===== config.mk =====
export PLATFORM = sky130hd
export DESIGN_NAME = beep_tone_sequencer_flat
export DESIGN_NICKNAME = d
export VERILOG_FILES = /design/src/hdl/bts_pkg.sv /design/src/hdl/bts_ifs.sv /design/src/hdl/bts_frag_prep.sv /design/src/hdl/bts_ring.sv /design/src/hdl/bts_player.sv /design/src/hdl/beep_tone_sequencer.sv /design/src/flat_wrapper.sv
export SDC_FILE = /design/constraint.sdc
export NUM_CORES = 1
export LEC_CHECK = 0
export BUFFER_PORTS_ARGS = -buffer_cell sky130_fd_sc_hd__buf_2
export CORE_UTILIZATION = 50
export CTS_CLUSTER_SIZE = 24
export DETAILED_ROUTE_END_ITERATION = 6
export PLACE_DENSITY = 0.63
export SYNTH_ARGS = -nofsm -noshare
export SYNTH_HDL_FRONTEND = slang
export SYNTH_SLANG_ARGS = --single-unit
export TNS_END_PERCENT = 50

===== constraint.sdc =====
create_clock -name clk -period 9.8 [get_ports clk]
set_input_delay 1.96 -clock clk [delete_from_list [all_inputs] [get_ports clk]]
set_output_delay 1.96 -clock clk [all_outputs]
set_load 0.05 [all_outputs]

===== src/hdl/bts_pkg.sv =====
// Shared types and constants for the beep tone sequencer.
// No dependencies; every other file but bts_ifs imports this package.
package bts_pkg;

    typedef enum logic [1:0] {
        MODE_SLEEP  = 2'd0,
        MODE_RESUME = 2'd1,
        MODE_TONE   = 2'd2
    } mode_t;

    typedef enum logic [1:0] {
        ACT_ENQUEUE    = 2'd0,
        ACT_BACKGROUND = 2'd1,
        ACT_WAKEUP     = 2'd2
    } act_t;

    localparam logic CFG_PITCH_OFFSET = 1'b0;
    localparam logic CFG_LENGTH_SCALE = 1'b1;

    localparam logic [10:0] DAC_MULT = 11'd1525;

    // One tone fragment as held in the ring and in the player.
    typedef struct packed {
        logic [9:0] freq;
        logic [7:0] dur;
        logic [7:0] pause;
        logic [3:0] rep;
        logic [7:0] step;
    } frag_t;

    // Input word after fragment preparation.
    typedef struct packed {
        act_t       action;
        logic       urgent;
        frag_t      frag;
        logic [8:0] bg_freq;
        logic [7:0] bg_len;
    } item_t;

    typedef struct packed {
        logic        accepted;
        logic        wake_request;
        logic        tone_on;
        logic        freq_valid;
        logic [20:0] tone_frequency;
        logic        timer_start;
        logic [8:0]  timer_ticks;
        mode_t       player_state;
    } res_t;

endpackage


===== src/hdl/bts_ifs.sv =====
// Handshake channels of the beep tone sequencer: input words, result words
// and configuration writes. No dependencies.
interface bts_in_if;
    logic              valid;
    logic              ready;
    logic [1:0]        action;
    logic [7:0]        tone_freq;
    logic [7:0]        tone_len;
    logic [7:0]        tone_pause;
    logic [3:0]        repeat_count;
    logic              urgent;
    logic signed [7:0] freq_step;

    modport source (output valid, action, tone_freq, tone_len, tone_pause,
                    repeat_count, urgent, freq_step, input ready);
    modport sink (input valid, action, tone_freq, tone_len, tone_pause,
                  repeat_count, urgent, freq_step, output ready);
endinterface

interface bts_out_if;
    logic        valid;
    logic        ready;
    logic        accepted;
    logic        wake_request;
    logic        tone_on;
    logic        freq_valid;
    logic [20:0] tone_frequency;
    logic        timer_start;
    logic [8:0]  timer_ticks;
    logic [1:0]  player_state;

    modport source (output valid, accepted, wake_request, tone_on, freq_valid,
                    tone_frequency, timer_start, timer_ticks, player_state,
                    input ready);
    modport sink (input valid, accepted, wake_request, tone_on, freq_valid,
                  tone_frequency, timer_start, timer_ticks, player_state,
                  output ready);
endinterface

interface bts_cfg_if;
    logic       valid;
    logic       ready;
    logic       index;
    logic [7:0] data;

    modport source (output valid, index, data, input ready);
    modport sink (input valid, index, data, output ready);
endinterface


===== src/hdl/bts_frag_prep.sv =====
// Fragment preparation: pitch offset and length scaling of an enqueue word.
// Depends on bts_pkg.
module bts_frag_prep
    import bts_pkg::*;
(
    input  logic [7:0] tone_freq,
    input  logic [7:0] tone_len,
    input  logic [7:0] tone_pause,
    input  logic [3:0] repeat_count,
    input  logic [7:0] freq_step,
    input  logic [7:0] pitch_offset,
    input  logic [2:0] length_scale,
    output frag_t      frag
);
    // Reciprocals exact for all 8-bit dividends.
    localparam logic [7:0] RECIP3 = 8'd171;
    localparam logic [7:0] RECIP5 = 8'd205;

    logic [7:0]  freq_adj;
    logic [7:0]  len_scaled;
    logic [15:0] prod3;
    logic [15:0] prod5;

    assign freq_adj = (tone_freq != 8'd0) ? tone_freq + pitch_offset : 8'd0;
    assign prod3 = {8'd0, tone_len} * {8'd0, RECIP3};
    assign prod5 = {8'd0, tone_len} * {8'd0, RECIP5};

    always_comb
    begin
        case (length_scale)
            3'b000:  len_scaled = tone_len;
            3'b001:  len_scaled = {tone_len[6:0], 1'b0};
            3'b010:  len_scaled = tone_len + {tone_len[6:0], 1'b0};
            3'b011:  len_scaled = {tone_len[5:0], 2'b00};
            3'b100:  len_scaled = {2'b00, prod5[15:10]};
            3'b101:  len_scaled = {2'b00, tone_len[7:2]};
            3'b110:  len_scaled = {1'b0, prod3[15:9]};
            default: len_scaled = {1'b0, tone_len[7:1]};
        endcase
    end

    assign frag.freq  = {1'b0, freq_adj, 1'b0};
    assign frag.dur   = len_scaled;
    assign frag.pause = tone_pause;
    assign frag.rep   = repeat_count;
    assign frag.step  = freq_step;

endmodule


===== src/hdl/bts_ring.sv =====
// Fragment ring storage: one write port, one registered read port with
// write forwarding. Depends on bts_pkg.
module bts_ring
    import bts_pkg::*;
#(
    parameter int DEPTH = 8,
    localparam int IDX_W = $clog2(DEPTH)
)
(
    input  logic             clk,
    input  logic             we,
    input  logic [IDX_W-1:0] waddr,
    input  frag_t            wdata,
    input  logic [IDX_W-1:0] raddr,
    output frag_t            rdata
);
    frag_t mem [DEPTH];
    frag_t rdata_reg;

    always_ff @(posedge clk)
    begin
        if (we)
        begin
            mem[waddr] <= wdata;
        end
    end

    // Forward a same-cycle write so the head word is never stale.
    always_ff @(posedge clk)
    begin
        if (we && (waddr == raddr))
        begin
            rdata_reg <= wdata;
        end
        else
        begin
            rdata_reg <= mem[raddr];
        end
    end

    assign rdata = rdata_reg;

endmodule


===== src/hdl/bts_player.sv =====
// Player state: ring pointers, urgent mark, current fragment, background
// tone and mode; works out one result word per processed item. Depends on bts_pkg.
module bts_player
    import bts_pkg::*;
#(
    parameter int DEPTH = 8,
    localparam int IDX_W = $clog2(DEPTH)
)
(
    input  logic             clk,
    input  logic             rst_n,
    input  logic             fire,
    input  item_t            item,
    input  frag_t            head,
    output logic             ring_we,
    output logic [IDX_W-1:0] ring_waddr,
    output frag_t            ring_wdata,
    output logic [IDX_W-1:0] ring_raddr,
    output res_t             res
);
    frag_t            cur_reg, cur_next, cur_e;
    logic [8:0]       bg_freq_reg, bg_freq_next;
    logic [7:0]       bg_dur_reg, bg_dur_next, bg_dur_e;
    mode_t            mode_reg, mode_next;
    logic             tone_reg, tone_next;
    logic [IDX_W-1:0] ri_reg, ri_next;
    logic [IDX_W-1:0] wi_reg, wi_next;
    logic [IDX_W-1:0] ui_reg, ui_next;
    logic             uv_reg, uv_next;
    logic [IDX_W-1:0] slot;
    logic             use_bg;
    logic [9:0]       mult_in;
    logic [9:0]       swept;

    function automatic logic [IDX_W-1:0] wrap_inc(input logic [IDX_W-1:0] i);
        logic [IDX_W-1:0] r;
        r = (i == IDX_W'(DEPTH - 1)) ? '0 : i + 1'b1;
        return r;
    endfunction

    assign slot  = uv_reg ? ui_reg : ri_reg;
    assign swept = cur_e.freq + {{2{cur_e.step[7]}}, cur_e.step};

    always_comb
    begin
        cur_next     = cur_reg;
        cur_e        = uv_reg ? '0 : cur_reg;
        bg_dur_e     = uv_reg ? 8'd0 : bg_dur_reg;
        bg_freq_next = bg_freq_reg;
        bg_dur_next  = bg_dur_reg;
        mode_next    = mode_reg;
        tone_next    = tone_reg;
        ri_next      = ri_reg;
        wi_next      = wi_reg;
        ui_next      = ui_reg;
        uv_next      = uv_reg;
        ring_we      = 1'b0;
        ring_waddr   = wi_reg;
        ring_wdata   = item.frag;
        use_bg       = 1'b0;
        res          = '0;
        if (fire)
        begin
            case (item.action)
                ACT_ENQUEUE:
                begin
                    // Drop the word when the ring is full.
                    if (wrap_inc(wi_reg) != ri_reg)
                    begin
                        ring_we = 1'b1;
                        if (item.urgent)
                        begin
                            uv_next = 1'b1;
                            ui_next = wi_reg;
                        end
                        wi_next = wrap_inc(wi_reg);
                        res.accepted = 1'b1;
                        if (mode_reg == MODE_SLEEP)
                        begin
                            mode_next = MODE_RESUME;
                            res.wake_request = 1'b1;
                        end
                    end
                end
                ACT_BACKGROUND:
                begin
                    bg_freq_next = item.bg_freq;
                    bg_dur_next  = item.bg_len;
                    if (mode_reg == MODE_SLEEP)
                    begin
                        mode_next = MODE_RESUME;
                        res.wake_request = 1'b1;
                    end
                end
                ACT_WAKEUP:
                begin
                    // A pending urgent mark flushes the fragment in play.
                    cur_next    = cur_e;
                    bg_dur_next = bg_dur_e;
                    if (cur_e.dur != 8'd0)
                    begin
                        mode_next = MODE_TONE;
                        res.freq_valid = 1'b1;
                        if (cur_e.step != 8'd0)
                        begin
                            cur_next.freq = swept;
                            cur_next.dur  = cur_e.dur - 8'd1;
                            res.timer_ticks = 9'd2;
                        end
                        else
                        begin
                            cur_next.dur = 8'd0;
                            res.timer_ticks = {cur_e.dur, 1'b0};
                        end
                        tone_next = 1'b1;
                        res.timer_start = 1'b1;
                    end
                    else if (cur_e.pause != 8'd0)
                    begin
                        mode_next = MODE_TONE;
                        res.timer_ticks = {cur_e.pause, 1'b0};
                        cur_next.pause = 8'd0;
                        tone_next = 1'b0;
                        res.timer_start = 1'b1;
                    end
                    else if ((ri_reg == wi_reg) && !uv_reg && (bg_dur_e != 8'd0))
                    begin
                        mode_next = MODE_TONE;
                        res.timer_ticks = {bg_dur_e, 1'b0};
                        bg_dur_next = 8'd0;
                        res.freq_valid = 1'b1;
                        use_bg = 1'b1;
                        tone_next = 1'b1;
                        res.timer_start = 1'b1;
                    end
                    else if (ri_reg != wi_reg)
                    begin
                        if (uv_reg)
                        begin
                            uv_next   = 1'b0;
                            tone_next = 1'b0;
                            if (mode_reg == MODE_TONE)
                            begin
                                mode_next = MODE_RESUME;
                                res.timer_ticks = 9'd1;
                                res.timer_start = 1'b1;
                            end
                            else
                            begin
                                res.wake_request = 1'b1;
                            end
                        end
                        else
                        begin
                            res.wake_request = 1'b1;
                        end
                        // Take the slot, count down its repeats, advance past it at zero.
                        cur_next   = head;
                        ri_next    = (head.rep == 4'd0) ? wrap_inc(slot) : slot;
                        ring_we    = 1'b1;
                        ring_waddr = slot;
                        ring_wdata = head;
                        ring_wdata.rep = head.rep - 4'd1;
                    end
                    else
                    begin
                        mode_next = MODE_SLEEP;
                        tone_next = 1'b0;
                    end
                end
                default:
                begin
                end
            endcase
        end
        mult_in = use_bg ? {1'b0, bg_freq_reg} : cur_e.freq;
        res.tone_frequency = res.freq_valid ? 21'({11'd0, mult_in} * {10'd0, DAC_MULT}) : '0;
        res.tone_on = tone_next;
        res.player_state = mode_next;
    end

    // Prefetch the slot the next wakeup will take.
    assign ring_raddr = uv_next ? ui_next : ri_next;

    always_ff @(posedge clk or negedge rst_n)
    begin
        if (!rst_n)
        begin
            cur_reg     <= '0;
            bg_freq_reg <= '0;
            bg_dur_reg  <= '0;
            mode_reg    <= MODE_SLEEP;
            tone_reg    <= 1'b0;
            ri_reg      <= '0;
            wi_reg      <= '0;
            ui_reg      <= '0;
            uv_reg      <= 1'b0;
        end
        else
        begin
            cur_reg     <= cur_next;
            bg_freq_reg <= bg_freq_next;
            bg_dur_reg  <= bg_dur_next;
            mode_reg    <= mode_next;
            tone_reg    <= tone_next;
            ri_reg      <= ri_next;
            wi_reg      <= wi_next;
            ui_reg      <= ui_next;
            uv_reg      <= uv_next;
        end
    end

    a_freq_needs_tone: assert property (@(posedge clk) disable iff (!rst_n)
        fire && res.freq_valid |-> res.tone_on)
        else $error("new frequency with tone disabled");

    a_wake_not_asleep: assert property (@(posedge clk) disable iff (!rst_n)
        fire && res.wake_request |-> res.player_state != MODE_SLEEP)
        else $error("wake request while sleeping");

    a_ring_write_source: assert property (@(posedge clk) disable iff (!rst_n)
        fire && ring_we |-> (item.action == ACT_ENQUEUE) || (item.action == ACT_WAKEUP))
        else $error("ring written by a background word");

    a_accept_moves_wi: assert property (@(posedge clk) disable iff (!rst_n)
        fire && res.accepted |=> wi_reg != $past(wi_reg))
        else $error("accepted fragment did not advance write index");

endmodule


===== src/hdl/beep_tone_sequencer.sv =====
// Beep tone sequencer: enqueue tone fragments into a ring, set a background
// tone and step playback on timer expiry; one result word for every input word.
// A word passes an input register, then the player logic into a result
// register, which offers its result word once the result side has room; a new
// word is taken every cycle while the result side keeps up, since the player
// state and the ring's registered head read are both ready for the word behind
// it. The ring is a synchronous memory of QUEUE_DEPTH entries with no clearing
// pass after reset. Configuration is a direct write with no wait state.
// Depends on bts_pkg and bts_ifs.
module beep_tone_sequencer
    import bts_pkg::*;
#(
    parameter int QUEUE_DEPTH = 8
)
(
    input  logic   clk,
    input  logic   rst_n,
    bts_in_if.sink  req,
    bts_out_if.source rsp,
    bts_cfg_if.sink cfg
);
    localparam int IDX_W = $clog2(QUEUE_DEPTH);

    logic [7:0]       pitch_offset_reg;
    logic [2:0]       length_scale_reg;
    frag_t            prep_frag;
    item_t            item_reg, item_next;
    logic             item_valid_reg;
    res_t             rsp_reg;
    res_t             result;
    logic             rsp_valid_reg;
    logic             fire;
    frag_t            head;
    logic             ring_we;
    logic [IDX_W-1:0] ring_waddr;
    logic [IDX_W-1:0] ring_raddr;
    frag_t            ring_wdata;

    assign cfg.ready = 1'b1;

    always_ff @(posedge clk or negedge rst_n)
    begin
        if (!rst_n)
        begin
            pitch_offset_reg <= '0;
            length_scale_reg <= '0;
        end
        else if (cfg.valid)
        begin
            case (cfg.index)
                CFG_PITCH_OFFSET: pitch_offset_reg <= cfg.data;
                CFG_LENGTH_SCALE: length_scale_reg <= cfg.data[2:0];
                default:          pitch_offset_reg <= pitch_offset_reg;
            endcase
        end
    end

    bts_frag_prep u_prep (
        .tone_freq    (req.tone_freq),
        .tone_len     (req.tone_len),
        .tone_pause   (req.tone_pause),
        .repeat_count (req.repeat_count),
        .freq_step    (req.freq_step),
        .pitch_offset (pitch_offset_reg),
        .length_scale (length_scale_reg),
        .frag         (prep_frag)
    );

    always_comb
    begin
        item_next.action  = act_t'(req.action);
        item_next.urgent  = req.urgent;
        item_next.frag    = prep_frag;
        item_next.bg_freq = {req.tone_freq, 1'b0};
        item_next.bg_len  = req.tone_len;
    end

    // Process the held word when the result register is free or being drained.
    assign fire      = item_valid_reg && (!rsp_valid_reg || rsp.ready);
    assign req.ready = !item_valid_reg || fire;

    always_ff @(posedge clk or negedge rst_n)
    begin
        if (!rst_n)
        begin
            item_valid_reg <= 1'b0;
            rsp_valid_reg  <= 1'b0;
        end
        else
        begin
            if (req.valid && req.ready)
            begin
                item_valid_reg <= 1'b1;
            end
            else if (fire)
            begin
                item_valid_reg <= 1'b0;
            end
            if (fire)
            begin
                rsp_valid_reg <= 1'b1;
            end
            else if (rsp.ready)
            begin
                rsp_valid_reg <= 1'b0;
            end
        end
    end

    always_ff @(posedge clk)
    begin
        if (req.valid && req.ready)
        begin
            item_reg <= item_next;
        end
        if (fire)
        begin
            rsp_reg <= result;
        end
    end

    bts_ring #(.DEPTH(QUEUE_DEPTH)) u_ring (
        .clk   (clk),
        .we    (ring_we),
        .waddr (ring_waddr),
        .wdata (ring_wdata),
        .raddr (ring_raddr),
        .rdata (head)
    );

    bts_player #(.DEPTH(QUEUE_DEPTH)) u_player (
        .clk        (clk),
        .rst_n      (rst_n),
        .fire       (fire),
        .item       (item_reg),
        .head       (head),
        .ring_we    (ring_we),
        .ring_waddr (ring_waddr),
        .ring_wdata (ring_wdata),
        .ring_raddr (ring_raddr),
        .res        (result)
    );

    assign rsp.valid          = rsp_valid_reg;
    assign rsp.accepted       = rsp_reg.accepted;
    assign rsp.wake_request   = rsp_reg.wake_request;
    assign rsp.tone_on        = rsp_reg.tone_on;
    assign rsp.freq_valid     = rsp_reg.freq_valid;
    assign rsp.tone_frequency = rsp_reg.tone_frequency;
    assign rsp.timer_start    = rsp_reg.timer_start;
    assign rsp.timer_ticks    = rsp_reg.timer_ticks;
    assign rsp.player_state   = rsp_reg.player_state;

endmodule


===== src/flat_wrapper.sv =====
// flat-port wrapper written by rule: the top's interface ports become plain ports
module beep_tone_sequencer_flat import bts_pkg::*;
#(
    parameter int QUEUE_DEPTH = 8
)
  (clk, rst_n, req_valid, req_action, req_tone_freq, req_tone_len, req_tone_pause, req_repeat_count, req_urgent, req_freq_step, req_ready, rsp_valid, rsp_accepted, rsp_wake_request, rsp_tone_on, rsp_freq_valid, rsp_tone_frequency, rsp_timer_start, rsp_timer_ticks, rsp_player_state, rsp_ready, cfg_valid, cfg_index, cfg_data, cfg_ready);
  bts_in_if req_i ();
  bts_out_if rsp_i ();
  bts_cfg_if cfg_i ();
  input  logic clk;
  input  logic rst_n;
  input wire logic [$bits(req_i.valid)-1:0] req_valid;
  input wire logic [$bits(req_i.action)-1:0] req_action;
  input wire logic [$bits(req_i.tone_freq)-1:0] req_tone_freq;
  input wire logic [$bits(req_i.tone_len)-1:0] req_tone_len;
  input wire logic [$bits(req_i.tone_pause)-1:0] req_tone_pause;
  input wire logic [$bits(req_i.repeat_count)-1:0] req_repeat_count;
  input wire logic [$bits(req_i.urgent)-1:0] req_urgent;
  input wire logic [$bits(req_i.freq_step)-1:0] req_freq_step;
  output wire logic [$bits(req_i.ready)-1:0] req_ready;
  output wire logic [$bits(rsp_i.valid)-1:0] rsp_valid;
  output wire logic [$bits(rsp_i.accepted)-1:0] rsp_accepted;
  output wire logic [$bits(rsp_i.wake_request)-1:0] rsp_wake_request;
  output wire logic [$bits(rsp_i.tone_on)-1:0] rsp_tone_on;
  output wire logic [$bits(rsp_i.freq_valid)-1:0] rsp_freq_valid;
  output wire logic [$bits(rsp_i.tone_frequency)-1:0] rsp_tone_frequency;
  output wire logic [$bits(rsp_i.timer_start)-1:0] rsp_timer_start;
  output wire logic [$bits(rsp_i.timer_ticks)-1:0] rsp_timer_ticks;
  output wire logic [$bits(rsp_i.player_state)-1:0] rsp_player_state;
  input wire logic [$bits(rsp_i.ready)-1:0] rsp_ready;
  input wire logic [$bits(cfg_i.valid)-1:0] cfg_valid;
  input wire logic [$bits(cfg_i.index)-1:0] cfg_index;
  input wire logic [$bits(cfg_i.data)-1:0] cfg_data;
  output wire logic [$bits(cfg_i.ready)-1:0] cfg_ready;
  assign req_i.valid = req_valid;
  assign req_i.action = req_action;
  assign req_i.tone_freq = req_tone_freq;
  assign req_i.tone_len = req_tone_len;
  assign req_i.tone_pause = req_tone_pause;
  assign req_i.repeat_count = req_repeat_count;
  assign req_i.urgent = req_urgent;
  assign req_i.freq_step = req_freq_step;
  assign req_ready = req_i.ready;
  assign rsp_valid = rsp_i.valid;
  assign rsp_accepted = rsp_i.accepted;
  assign rsp_wake_request = rsp_i.wake_request;
  assign rsp_tone_on = rsp_i.tone_on;
  assign rsp_freq_valid = rsp_i.freq_valid;
  assign rsp_tone_frequency = rsp_i.tone_frequency;
  assign rsp_timer_start = rsp_i.timer_start;
  assign rsp_timer_ticks = rsp_i.timer_ticks;
  assign rsp_player_state = rsp_i.player_state;
  assign rsp_i.ready = rsp_ready;
  assign cfg_i.valid = cfg_valid;
  assign cfg_i.index = cfg_index;
  assign cfg_i.data = cfg_data;
  assign cfg_ready = cfg_i.ready;
  beep_tone_sequencer #(.QUEUE_DEPTH(QUEUE_DEPTH)) u_core (.clk(clk), .rst_n(rst_n), .req(req_i), .rsp(rsp_i), .cfg(cfg_i));
endmodule

==> reports/metrics.csv, run 1 <==
metric,value,unit
outcome,completed,
fin_nets,2236,
crit_top_cell,fa_1,
path_buf_inv,2,
power_frac_clock,24.7,%
power_density,286,nW/µm²
synth.most_common_cell,edfxtp_1,
io_pins,93,
cts_buffers,50,
overflow,0,
dp_hpwl,37000,µm
cts-root-buf,clkbuf_16,
synth_cell_types,77,
syn_to_final_growth,11.8,%
ys_ff_latch,475,
avgSynthCellArea,13.4,µm²
grt_pass1_wl,87600,µm
row_count,81,
clock_latency,600,ps
cp-end-kind,flop,
ys_seq_area_share,55.4,%
cpLargestDelayFamily,adder cells,
ant_nets,0,
yosys-top-cells-area,"edfxtp_1, ha_1, dfrtp_1, mux4_2, fa_1",
yosys-top-cells-count,"edfxtp_1, nand2_1, ha_1, inv_1, nor2_1",
drive_above_1_share,16.6,%
core_area,49200,µm²
cts_setup_buffers,0,
arrival,7900,ps
leakagePower,11.0,nW
grt_max_degree,64,
whs,460,ps
min_path_type,reg -> reg,
combPwrFrac,40.9,%
synth_top_area_share,47.5,%
cts-hold-fix-buffers,0,
critPathLaunchType,input pin,
cp_slowest_cell,and3_1,
fmax,132,MHz
layout.cells.non_filler,2665,
htreeDepth,2,
setup-violations-final,0,
start_util,50.9,%
routed_wl,56700,µm
p_sw_share,37.4,%
async_reset_ff_share,16.0,%
grt_use_total,22.8,%
portBuffers,91,
critical-path-max-stage-delay,600,ps
critical_path_required,10130,ps
maxCapViolations,0,
yosysTopAreaCell,edfxtp_1,
die-area,50900,µm²
yosys_warnings,0,
dp_cells,2571,
place_ws,1630,ps
total_power,8.00,mW
place_area,26200,µm²
fin_util,56.9,%
cts_tree,yes,
dieHeight,226,µm
p_sw,2.99,mW
gp_congestion,0.867,
p_int,5.01,mW
fin_ws,2230,ps
grt_pass1_vias,15300,
antenna_found_initial,0,
diodes,0,
vdd_drop_max,0.144,mV
seqPwrFrac,34.4,%
synth-edff-count,396,
period_share,77.3,%
path_cells,"buf_2, nand2b_1, and3_1, and3_1, nor2_1, a21oi_1, inv_1, ha_1, or2_2, fa_1, fa_1, fa_1, fa_1, ha_1, a21o_1, nand3b_1, o21ai_0, nand3_1, a41o_1, a31oi_1, mux2i_1",
tightest_slew,1020,ps
initialDrtViolationCount,1420,
cts_resized,0,
clock_path_buffers,3,
mappedNetlistArea,25000,µm²
syn_inst,1868,
synth_ff_type,edfxtp_1,
synthesis.nets,2145,
fillers,3977,
drv_slew,0,
largest_reg_flops,304,
cts.clk_slew.worst_paths,60,ps
rsz0062_at_grt,no,
critPathMaxFanout,15,
die_x,226,µm
critical_path_class,in -> reg,
cts_sinks,475,
vias_per_cell,5.75,
drtPass1Iterations,5,
fin_crit,7570,ps
fin_skew,27.5,ps
report.final.hold_viol_count,0,
vias,15300,
design_area,28000,µm²
wire_per_inst,21.3,µm
slew_headroom,31.9,%
route.detailed.drc,0,
setup_tns,0,ps
area by class of cell:
type	instances	area, µm²	area share, %
clock inverter	21	290	1.04
tap	664	831	2.97
sequential	475	13900	49.6
inverter	139	522	1.87
multi-input combinational	1179	10400	37.1
clock buffer	73	1450	5.18
timing repair buffer	114	631	2.26
power groups by stage:
stage / clock network (mW) / logic (mW) / registers (mW)
after global placement: 0 / 3.20 / 2.79
after CTS: 2.01 / 3.28 / 2.76
after global routing: 2.09 / 3.65 / 2.78
after detailed placement: 0 / 3.25 / 2.79
after floorplan: 0 / 2.47 / 2.72
final: 1.97 / 3.28 / 2.75
per-layer routing:
layer	up-vias	routed length (µm)	GRT usage, %
li1	7116	-	-
met3	94	2790	2.97
met5	-	0	0
met1	7702	24800	31.3
met2	425	27600	37.6
met4	0	1490	7.46
path summary, 6_finish.rpt:
kind,slack (ps),from,to,cells past startpoint
worst max-delay path,2230,rsp_ready,u_core.rsp.tone_frequency[20]$_SDFFCE_PN0P_,21
worst min-delay path,460,u_core.item_reg[0]$_DFFE_PP_,u_core.u_player.bg_dur_reg[0]$_DFFE_PN0P_,2
worst max register to register,2400,u_core.u_player.wi_reg[0]$_DFFE_PN0P_,u_core.rsp.tone_frequency[20]$_SDFFCE_PN0P_,21
worst min register to register,460,u_core.item_reg[0]$_DFFE_PP_,u_core.u_player.bg_dur_reg[0]$_DFFE_PN0P_,2
max in group asynchronous,7420,rst_n,u_core.pitch_offset_reg[5]$_DFFE_PN0P_,2
min in group asynchronous,1240,rst_n,u_core.u_player.cur_reg[1]$_DFFE_PN0P_,1
worst register-to-register path: stages (launching register included):
cell,delay (ps)
dfrtp_1,460
xnor2_1,220
and3_1,530
and4_1,610
and3_1,620
nor2_1,120
a21oi_1,280
inv_1,140
ha_1,190
or2_2,340
fa_1,500
fa_1,570
fa_1,430
fa_1,450
ha_1,380
a21o_1,200
nand3b_1,160
o21ai_0,190
nand3_1,150
a41o_1,290
a31oi_1,210
mux2i_1,100
logic make-up after synthesis:
family                     count (synthesis)  share of synthesized area (%)
buffers and inverters                    214                           3.46
xor gates and xnor gates                  59                           2.07
AOI/OAI and AO/OA                        331                           8.23
muxes                                    147                           10.0
adders and majority gates                224                           13.0
and+or+nand+nor                          417                           7.78
DFF                                      475                           55.4
other                                      1                         0.0150
cells in the final DEF, fill, tap and decap left out, types with 28 or more instances in the layout:
master and count:
edfxtp_1 396, dfrtp_1 75, nor2_1 84, mux2_2 40, fa_1 61, clkbuf_16 51
mux2i_1 28, inv_1 137, buf_2 90, a21oi_1 90, nor2b_1 32, o21ai_0 86
ha_1 163, mux4_2 76, xnor2_1 32, nand2_1 168
Note: power is estimated with default switching activity, not from simulation.
==> inputs of run 2 (changes only) <==
==> constraint.sdc (replaced) <==
create_clock -name clk -period 7.3 [get_ports clk]
set_input_delay 1.46 -clock clk [delete_from_list [all_inputs] [get_ports clk]]
set_output_delay 1.46 -clock clk [all_outputs]
set_load 0.05 [all_outputs]
==> reports/metrics.csv, run 2 (synthesis gave the netlist of run 1 again) <==
metric,value,unit,change
outcome,completed,,
fin_nets,2245,,+0.40%
final_common_cell,edfxtp_1,,
regToRegSetupSlack,760,ps,-1640 ps
crit_start,u_core.u_player.uv_reg$_DFF_PN0_,,
cp_slowest_cell,fa_1,,
dieHeight,226,µm,unchanged
setup-violations-final,0,,unchanged
cts-hold-fix-buffers,0,,unchanged
cts_resized,0,,unchanged
layout.cells.non_filler,2673,,+0.30%
reg2reg_from,u_core.u_player.uv_reg$_DFF_PN0_,,
start_util,50.9,%,unchanged
whs,462,ps,+2.41 ps
fillers,3981,,+0.10%
grt_pass1_wl,88200,µm,+0.61%
r2r_cells,23,,+9.5%
cts_buffers,50,,unchanged
critical_path_class,reg -> reg,,
layout_common_cells,"edfxtp_1, nand2_1, ha_1",,
syn_to_final_growth,11.7,%,about the same
tightest_slew,969,ps,-51.9 ps
setup_tns,0,ps,unchanged
drtPass1Iterations,5,,unchanged
overflow,0,,unchanged
antenna_found_initial,0,,unchanged
cts.clk_slew.worst_paths,60,ps,about the same
period_share,89.6,%,
portBuffers,91,,unchanged
report.final.hold_viol_count,0,,unchanged
place_area,26300,µm²,+0.26%
arrival,6860,ps,-1040 ps
htreeDepth,2,,unchanged
crit_end,u_core.rsp.tone_frequency[20]$_SDFFCE_PN0P_,,
power_density,381,nW/µm²,+33%
routed_wl,56100,µm,-1.0%
drive_above_1_share,16.9,%,+0.28 points
leakagePower,11.0,nW,about the same
min_path_type,reg -> reg,,
rsz0062_at_grt,no,,
vias,15400,,+0.19%
die_x,226,µm,unchanged
dp_cells,2580,,+0.35%
core_area,49200,µm²,unchanged
slew_headroom,35.2,%,+3.3 points
drv_slew,0,,unchanged
design_area,27900,µm²,about the same
critical_path_required,7620,ps,-2510 ps
fmax,153,MHz,
fin_crit,6540,ps,
clock_path_buffers,3,,unchanged
largest_reg_flops,304,,unchanged
path_cells,"clkinv_1, nand2_1, ha_1, nor2b_1, a32o_1, and3_1, nand2_1, nand2_1, xor2_1, ha_1, or2_2, fa_1, fa_1, fa_1, fa_1, ha_1, a21o_1, nand3b_1, o21ai_0, nand3_1, a41o_1, a31oi_1, mux2i_1",,
initialDrtViolationCount,997,,-30%
clock_latency,610,ps,about the same
reg2reg_to,u_core.rsp.tone_frequency[20]$_SDFFCE_PN0P_,,
diodes,0,,unchanged
dp_hpwl,37300,µm,+0.77%
critical-path-max-stage-delay,570,ps,-30 ps
cts_tree,yes,,
critPathLaunchType,flop,,
wire_per_inst,21.0,µm,-1.3%
cts_setup_buffers,0,,unchanged
ant_nets,0,,unchanged
cts-root-buf,clkbuf_16,,
crit_top_cell,fa_1,,
cp-end-kind,flop,,
critPathMaxFanout,10,,-5
maxCapViolations,0,,unchanged
row_count,81,,unchanged
vias_per_cell,5.75,,-0.11%
vdd_drop_max,0.189,mV,+31%
fin_skew,35.4,ps,+7.84 ps
cts_sinks,475,,unchanged
die-area,50900,µm²,unchanged
grt_pass1_vias,15700,,+2.5%
route.detailed.drc,0,,unchanged
gp_congestion,0.871,,+0.46%
grt_use_total,22.8,%,+0.037 points
io_pins,93,,unchanged
grt_max_degree,63,,-1.6%
## run 2: cell type report
type / instances / area (µm²) / area share (%)
Tap cell: 664 / 831 / 2.97
Clock buffer: 68 / 1340 / 4.79
Multi-Input combinational cell: 1179 / 10400 / 37.1
Clock inverter: 25 / 305 / 1.09
Sequential cell: 475 / 13900 / 49.6
Inverter: 139 / 522 / 1.87
Timing Repair Buffer: 123 / 698 / 2.50
## run 2: per-layer routing
metal | vias to the layer above | track usage, % | share of wire [%]
met5 | - | 0 | 0
met4 | 0 | 7.33 | 2.9
met3 | 88 | 4.07 | 5.1
met2 | 386 | 38.0 | 49
met1 | 7761 | 30.4 | 43
li1 | 7131 | - | -
## run 2: metrics by stage
step                utilization, %  setup WS (ps)  power (mW)
floorplan                        -            339        6.97
global placement              53.5            399        8.07
detailed placement            53.5            328        8.14
CTS                           56.8            757        10.7
global route                  56.8            304        11.4
finish                        56.8            761        10.6
## run 2: power by group
group / switching (mW) / internal, mW / leakage [nW]
registers: 0.326 / 3.38 / 4.61
clock network: 1.06 / 1.48 / 0.796
logic: 2.63 / 1.77 / 5.61
total: 4.01 / 6.63 / 11.0
## run 2: how the worst min path moves through the flow
stage / slack, ps / startpoint / end / cells after the start
4_1_cts: 470 / u_core.item_reg[13]$_DFFE_PP_ / u_core.u_player.bg_freq_reg[5]$_DFFE_PN0P_ / 1
2_1_floorplan: 420 / u_core.item_reg[0]$_DFFE_PP_ / u_core.u_player.bg_dur_reg[0]$_DFFE_PN0P_ / 2
5_1_grt: 480 / u_core.item_reg[13]$_DFFE_PP_ / u_core.u_player.bg_freq_reg[5]$_DFFE_PN0P_ / 1
3_5_place_dp: 460 / u_core.item_reg[0]$_DFFE_PP_ / u_core.u_player.bg_dur_reg[0]$_DFFE_PN0P_ / 2
6_report: 460 / u_core.item_reg[13]$_DFFE_PP_ / u_core.u_player.bg_freq_reg[5]$_DFFE_PN0P_ / 1
3_3_place_gp: 460 / u_core.u_player.cur_reg[29]$_DFFE_PN0P_ / u_core.u_player.cur_reg[29]$_DFFE_PN0P_ / 2
## run 2: worst max-delay path, delay by kind of cell (launching register included)
family                   cells  cell delay (ps)
adder cells (fa/ha/maj)      7             2670
AND/OR/NAND/NOR              8             1630
AO/OA/AOI/OAI                5             1170
flip-flops                   1              370
buffers and inverters        1              230
XOR/XNOR                     1              110
multiplexers                 1               90
